<file path="src/pwle_pkg.sv">
// Shared types, constants and helper functions of the pixel line encoder.
`timescale 1ns / 1ps

package pwle_pkg;

  localparam int unsigned MAX_LEDS    = 256;
  localparam int unsigned STORE_BYTES = 3 * MAX_LEDS;
  localparam int unsigned ADDR_W      = 10;
  localparam int unsigned TICK_W      = 10;
  localparam int unsigned LED_W       = 9;
  localparam int unsigned CFG_IDX_W   = 3;
  localparam int unsigned CFG_DATA_W  = 10;

  localparam logic [1:0] CMD_TICK  = 2'd0;
  localparam logic [1:0] CMD_WRITE = 2'd1;
  localparam logic [1:0] CMD_READ  = 2'd2;

  localparam logic [1:0] ST_OK    = 2'd0;
  localparam logic [1:0] ST_RANGE = 2'd1;
  localparam logic [1:0] ST_BUSY  = 2'd2;

  localparam logic [CFG_IDX_W-1:0] CFG_ZERO_HIGH = 3'd0;
  localparam logic [CFG_IDX_W-1:0] CFG_ZERO_LOW  = 3'd1;
  localparam logic [CFG_IDX_W-1:0] CFG_ONE_HIGH  = 3'd2;
  localparam logic [CFG_IDX_W-1:0] CFG_ONE_LOW   = 3'd3;
  localparam logic [CFG_IDX_W-1:0] CFG_GAP       = 3'd4;
  localparam logic [CFG_IDX_W-1:0] CFG_LED_COUNT = 3'd5;

  typedef enum logic [1:0] {
    PH_GAP,
    PH_HIGH,
    PH_LOW
  } phase_t;

  typedef struct packed {
    logic [1:0]        command;
    logic [ADDR_W-1:0] position;
    logic [7:0]        value;
    logic              commit;
  } in_item_t;

  typedef struct packed {
    logic       line_level;
    logic [7:0] read_data;
    logic [1:0] status;
    logic       busy_res;
  } out_item_t;

  typedef struct packed {
    logic [TICK_W-1:0] zero_high;
    logic [TICK_W-1:0] zero_low;
    logic [TICK_W-1:0] one_high;
    logic [TICK_W-1:0] one_low;
    logic [TICK_W-1:0] gap;
    logic [LED_W-1:0]  led_count;
  } timing_cfg_t;

  typedef struct packed {
    logic       tick;
    logic       start;
    logic [7:0] start_byte;
  } tmr_ctrl_t;

  typedef struct packed {
    logic              refreshing;
    logic              line_next;
    logic              busy_next;
    logic              fetch_req;
    logic [ADDR_W-1:0] fetch_addr;
  } tmr_stat_t;

  function automatic logic [ADDR_W-1:0] total_bytes(input logic [LED_W-1:0] led);
    logic [ADDR_W-1:0] n;
    if (ADDR_W'(led) > ADDR_W'(MAX_LEDS)) begin
      n = ADDR_W'(MAX_LEDS);
    end else begin
      n = ADDR_W'(led);
    end
    return (n << 1) + n;
  endfunction

  function automatic logic [TICK_W-1:0] at_least_one(input logic [TICK_W-1:0] v);
    return (v == '0) ? TICK_W'(1) : v;
  endfunction

endpackage

</file>
<file path="src/pwle_bit_timer.sv">
// Refresh sequencer: bit and phase timing of the serial line and the byte prefetch.
`timescale 1ns / 1ps

module pwle_bit_timer (
  input  logic                 clk,
  input  logic                 rst,
  input  pwle_pkg::timing_cfg_t cfg,
  input  pwle_pkg::tmr_ctrl_t   ctrl,
  input  logic [7:0]           rdata,
  output pwle_pkg::tmr_stat_t   stat
);

  logic                          refreshing;
  logic                          refreshing_next;
  logic [pwle_pkg::ADDR_W-1:0]   byte_index;
  logic [pwle_pkg::ADDR_W-1:0]   byte_index_next;
  logic [2:0]                    bit_index;
  logic [2:0]                    bit_index_next;
  pwle_pkg::phase_t              bit_phase;
  pwle_pkg::phase_t              bit_phase_next;
  logic [pwle_pkg::TICK_W-1:0]   phase_count;
  logic [pwle_pkg::TICK_W-1:0]   phase_count_next;
  logic                          line_out;
  logic                          line_out_next;
  logic [7:0]                    cur_byte;
  logic [7:0]                    cur_byte_next;
  logic [7:0]                    next_byte;
  logic                          pf_pending;
  logic                          pf_pending_next;
  logic                          pf_inflight;

  logic                          cur_bit;
  logic [pwle_pkg::ADDR_W-1:0]   total;
  pwle_pkg::phase_t              ph1;
  logic [pwle_pkg::TICK_W-1:0]   cnt1;
  logic [pwle_pkg::TICK_W-1:0]   cnt2;
  logic [pwle_pkg::TICK_W-1:0]   dur;
  logic [pwle_pkg::ADDR_W-1:0]   byte_new;
  logic                          adv_byte;

  assign cur_bit = cur_byte[3'd7 - bit_index];
  assign total   = pwle_pkg::total_bytes(cfg.led_count);

  always_comb begin
    refreshing_next  = refreshing;
    byte_index_next  = byte_index;
    bit_index_next   = bit_index;
    bit_phase_next   = bit_phase;
    phase_count_next = phase_count;
    line_out_next    = line_out;
    cur_byte_next    = cur_byte;
    pf_pending_next  = 1'b0;
    ph1              = bit_phase;
    cnt1             = phase_count;
    cnt2             = phase_count;
    dur              = cfg.gap;
    byte_new         = byte_index;
    adv_byte         = 1'b0;
    if (ctrl.start) begin
      refreshing_next  = 1'b1;
      byte_index_next  = '0;
      bit_index_next   = '0;
      bit_phase_next   = pwle_pkg::PH_GAP;
      phase_count_next = '0;
      line_out_next    = 1'b0;
      cur_byte_next    = ctrl.start_byte;
      pf_pending_next  = 1'b1;
    end else if (ctrl.tick && refreshing) begin
      if (bit_phase == pwle_pkg::PH_GAP && phase_count >= cfg.gap) begin
        ph1  = pwle_pkg::PH_HIGH;
        cnt1 = '0;
      end
      line_out_next = (ph1 == pwle_pkg::PH_HIGH);
      cnt2 = cnt1 + 1'b1;
      unique case (ph1)
        pwle_pkg::PH_GAP:  dur = cfg.gap;
        pwle_pkg::PH_HIGH: dur = pwle_pkg::at_least_one(cur_bit ? cfg.one_high : cfg.zero_high);
        pwle_pkg::PH_LOW:  dur = pwle_pkg::at_least_one(cur_bit ? cfg.one_low : cfg.zero_low);
        default:           dur = cfg.gap;
      endcase
      if (cnt2 < dur) begin
        bit_phase_next   = ph1;
        phase_count_next = cnt2;
      end else begin
        phase_count_next = '0;
        unique case (ph1)
          pwle_pkg::PH_GAP:  bit_phase_next = pwle_pkg::PH_HIGH;
          pwle_pkg::PH_HIGH: bit_phase_next = pwle_pkg::PH_LOW;
          pwle_pkg::PH_LOW: begin
            bit_phase_next = pwle_pkg::PH_GAP;
            bit_index_next = bit_index + 1'b1;
            if (bit_index == 3'd7) begin
              byte_new = byte_index + 1'b1;
              adv_byte = 1'b1;
            end
            if (byte_new >= total) begin
              refreshing_next = 1'b0;
              byte_index_next = '0;
              bit_index_next  = '0;
              line_out_next   = 1'b0;
            end else if (adv_byte) begin
              byte_index_next = byte_new;
              cur_byte_next   = next_byte;
              pf_pending_next = ({1'b0, byte_new} + 11'd1) < 11'(pwle_pkg::STORE_BYTES);
            end
          end
          default: bit_phase_next = pwle_pkg::PH_GAP;
        endcase
      end
    end
  end

  always_ff @(posedge clk) begin
    if (rst) begin
      refreshing  <= 1'b0;
      byte_index  <= '0;
      bit_index   <= '0;
      bit_phase   <= pwle_pkg::PH_GAP;
      phase_count <= '0;
      line_out    <= 1'b0;
      pf_pending  <= 1'b0;
      pf_inflight <= 1'b0;
    end else begin
      refreshing  <= refreshing_next;
      byte_index  <= byte_index_next;
      bit_index   <= bit_index_next;
      bit_phase   <= bit_phase_next;
      phase_count <= phase_count_next;
      line_out    <= line_out_next;
      pf_pending  <= pf_pending_next;
      pf_inflight <= pf_pending;
    end
  end

  always_ff @(posedge clk) begin
    cur_byte <= cur_byte_next;
    if (pf_inflight) begin
      next_byte <= rdata;
    end
  end

  assign stat.refreshing = refreshing;
  assign stat.line_next  = line_out_next;
  assign stat.busy_next  = refreshing_next;
  assign stat.fetch_req  = pf_pending;
  assign stat.fetch_addr = byte_index + 1'b1;

  a_line_low_when_idle: assert property (@(posedge clk) disable iff (rst)
    !refreshing |-> !line_out)
    else $error("line is high outside a refresh");

  a_prefetch_done: assert property (@(posedge clk) disable iff (rst)
    adv_byte |-> (!pf_pending && !pf_inflight))
    else $error("byte advance before the prefetched byte has arrived");

  a_fetch_in_refresh: assert property (@(posedge clk) disable iff (rst)
    pf_pending |-> refreshing)
    else $error("prefetch requested outside a refresh");

endmodule

</file>
<file path="config.mk">
export PLATFORM = sky130hd
export DESIGN_NAME = pwle_bit_timer
export DESIGN_NICKNAME = d
export VERILOG_FILES = /design/src/pwle_pkg.sv /design/src/pwle_bit_timer.sv
export SDC_FILE = /design/constraint.sdc
export NUM_CORES = 1
export LEC_CHECK = 0
export CAP_MARGIN = 20
export CORE_MARGIN = 4
export CORE_UTILIZATION = 58
export CTS_CLUSTER_DIAMETER = 30
export DETAILED_ROUTE_END_ITERATION = 8
export DONT_BUFFER_PORTS = 1
export PLACE_DENSITY_LB_ADDON = 0.08
export SLEW_MARGIN = 30
export SYNTH_ARGS = -nofsm -noshare
export SYNTH_HDL_FRONTEND = slang
export SYNTH_SLANG_ARGS = --single-unit
</file>
<file path="constraint.sdc">
create_clock -name clk -period 6.6 [get_ports clk]
set_input_delay 0.66 -clock clk [delete_from_list [all_inputs] [get_ports clk]]
set_output_delay 0.66 -clock clk [all_outputs]
set_load 0.005 [all_outputs]
</file>
==> flow_summary_export.csv <==
group,metric,value,unit
timing,worst_slew_pin_slew,956.1,ps
worst_hold_path,hp-class,"input port to flop",
logic_synthesis,synth_top_cell_by_area,"dfxtp_1",
grt,grtUsageTotal,22.73,%
detailed_routing,initialDrtViolationCount,161,
logic_synthesis,syn-num-nets,580,
final_layout,nFillCells,591,
final_layout,syn2layout_area_growth,2.422,%
cts,cts_resized,0,
timing,fmax,184.0,MHz
detailed_routing,drc,0,
timing,fin_skew,15.58,ps
timing,rsz0062_at_grt,"false",
placed_design,io_buffers,0,
worst_setup_path,worstPathMaxFanout,14,
timing,final-hold-violation-count,0,
cts,cts_buffers,5,
cts,cts_max_level,2,
grt,grt_max_degree,24,
logic_synthesis,syn_inst,459,
placed_design,place_hpwl,7424,µm
logic_synthesis,yosys_warnings,0,
cts,cts_root_buf,"clkbuf_8",
grt,grt_pass1_vias,3207,
worst_setup_path,cp_data_required_time,5940,ps
worst_setup_path,start_kind,"flop",
grt,antenna_found_initial,0,
logic_synthesis,synth_commonest_cells,"nand2_1, ha_1, nor2_1",
detailed_routing,wire_per_inst,17.72,µm
logic_synthesis,yosys-top-cells-area,"dfxtp_1, ha_1, edfxtp_1",
grt,grt_pass1_wl,15300,µm
logic_synthesis,synthDistinctLibCells,56,
timing,min_period_over_period,82.33,%
die,ioPinCount,93,
logic_synthesis,ys_async_sr_fraction,0,%
final_layout,utilization,61.80,%
cts,cts_buffer_depth,2,
logic_synthesis,yosysSeqAreaShare,27.38,%
placed_design,placed_area,3875,µm²
final_layout,stdcell_area,3969,µm²
die,start_util,60.34,%
die,core,6422,µm²
worst_setup_path,cp.arrival,4770,ps
logic_synthesis,syn_area_per_cell,8.442,µm²
die,core.rowCount,29,
worst_setup_path,worstSetupPathType,"flop to output port",
detailed_routing,via_per_inst,6.210,
final_layout,post_route_cells_drive_above_1_share,6.473,%
detailed_routing,drt_first_pass_iters,5,
final_layout,nNetsFinal,568,
logic_synthesis,yosys.cell_count.top_type,"nand2_1",
placed_design,place_congestion,0.9527,
timing,fin_crit,5434,ps
cts,clkLatencyLatePin,310,ps
logic_synthesis,ys_seq_elements,45,
timing,finalWorstSetupSlack,1166,ps
cts,path_clk_slew,100,ps
final_layout,antennaDiodeCount,0,
pwr,ir_drop,0.1445,mV
logic_synthesis,synth_area,3875,µm²
cts,post-cts-setup-buffers,0,
run,max_cap_viol_count,0,
detailed_routing,vias,3260,
timing,hold_ws,404.7,ps
die,fp.dieH,89.74,µm
timing,setup_tns,0,ps
cts,hold_buffers,0,
die,fp.dieW,89.74,µm
timing,slew-limit-headroom,34.90,%
placed_design,dp_slack,1305,ps
cts,clock-sinks,45,
pwr,leakagePower,1.708,nW
die,die-area,8052,µm²
cts,cts_tree,"done",
run_status,run_status,"complete, no violations",
logic_synthesis,synth_edf_count,16,
pwr,power_density,139.8,nW/µm²
detailed_routing,ant_nets,0,
logic_synthesis,synth_top_area_share,14.98,%
timing,setup_viol,0,
detailed_routing,routed_wl,9304,µm
logic_synthesis,ys.flop_type,"dfxtp_1",
grt,grt-ovfl-total,0,
timing,maxSlewViolCount,0,
worst_setup_path,cp-end-kind,"output port",
==> metrics by stage <==
stage	instances	total power, mW
after global placement	517	0.3786
final	525	0.5550
after detailed placement	517	0.3804
after CTS	525	0.5601
after global routing	525	0.5838
after floorplan	459	0.3701
==> worst paths after layout <==
path,start,endpoint,slack [ps],depth (start not counted)
hold reg to reg,pf_pending,pf_inflight,490,1
hold / removal,rst,line_out,400,1
setup / recovery,phase_count[3],stat[11],1170,19
setup reg to reg,phase_count[3],cur_byte[0],1860,19
==> critical path, stage by stage (launching register included) <==
cell	delay, ps
dfxtp_1	480
ha_1	300
a211oi_1	340
nor2_1	90
a31oi_1	250
a211oi_1	110
buf_4	180
nor2_1	140
ha_1	250
nand4_1	130
xor2_1	150
nor2_1	70
ha_1	290
nand4_1	90
or4_1	590
a31oi_4	230
a31oi_1	110
o21a_2	220
o21ai_0	300
nand2_1	130
==> power by group <==
group / total, mW / switching [mW] / internal [mW]
clock network: 0.181 / 0.104 / 0.0766
registers: 0.296 / 0.00274 / 0.293
logic: 0.0782 / 0.0431 / 0.0352
==> cells in the final DEF (no fill, tap or decap), types with 2 or more instances in the layout <==
master | netlist | routed
o21bai_1 | 3 | 3
a211oi_1 | 3 | 3
a211o_1 | 4 | 4
o22ai_1 | 15 | 15
dfxtp_1 | 29 | 29
and3_1 | 6 | 6
nand4_1 | 4 | 4
clkbuf_8 | 0 | 5
xor2_1 | 16 | 16
a21oi_1 | 34 | 34
nor4_1 | 6 | 6
a31oi_1 | 5 | 5
a21o_1 | 4 | 4
inv_1 | 32 | 32
nor2_1 | 37 | 37
nand3_1 | 22 | 22
o211ai_1 | 4 | 4
and2_1 | 2 | 2
mux2i_1 | 21 | 21
edfxtp_1 | 16 | 16
xnor2_1 | 16 | 16
mux2_2 | 9 | 9
nand2b_1 | 6 | 6
nor3_1 | 5 | 5
o21ai_0 | 11 | 11
nand2_1 | 52 | 52
ha_1 | 41 | 41
nor2b_1 | 11 | 11
==> area by class of cell <==
cell class | count | area, µm² | area share, %
clock buffers | 5 | 68.82 | 1.734
flip-flops and latches | 45 | 1061 | 26.73
inverters | 32 | 120.1 | 3.026
well taps | 77 | 96.34 | 2.427
clock inverters | 3 | 25.02 | 0.6305
repair buffers | 1 | 7.507 | 0.1892
multi-input cells | 362 | 2590 | 65.26
==> sequential cells by signal (all words and copies together), names as in the netlist <==
signal / cells
bit_index: 3
bit_phase: 2
byte_index: 10
cur_byte: 8
line_out: 1
next_byte: 8
pf_inflight: 1
pf_pending: 1
phase_count: 10
refreshing: 1
==> cell families after synthesis <==
family                   count (synthesis)  synth area share, %
buffers and inverters                   52                5.780
AND/OR/NAND/NOR                        157                18.95
multiplexers                            33                9.881
AO/OA/AOI/OAI                           98                17.02
flip-flops                              45                27.38
XOR/XNOR                                32                7.233
adder cells (fa/ha/maj)                 42                13.76
==> per-layer routing <==
layer / part of all wire (%) / vias up / routed length (µm) / GRT usage, %
met5: 0 / - / 0 / 0
met4: 2.3 / 0 / 218 / 7.152
met3: 7.3 / 19 / 683 / 6.093
met2: 48 / 113 / 4450 / 39.04
met1: 42 / 1499 / 3951 / 27.77
li1: - / 1629 / - / -
(Power assumes the default switching activity.)
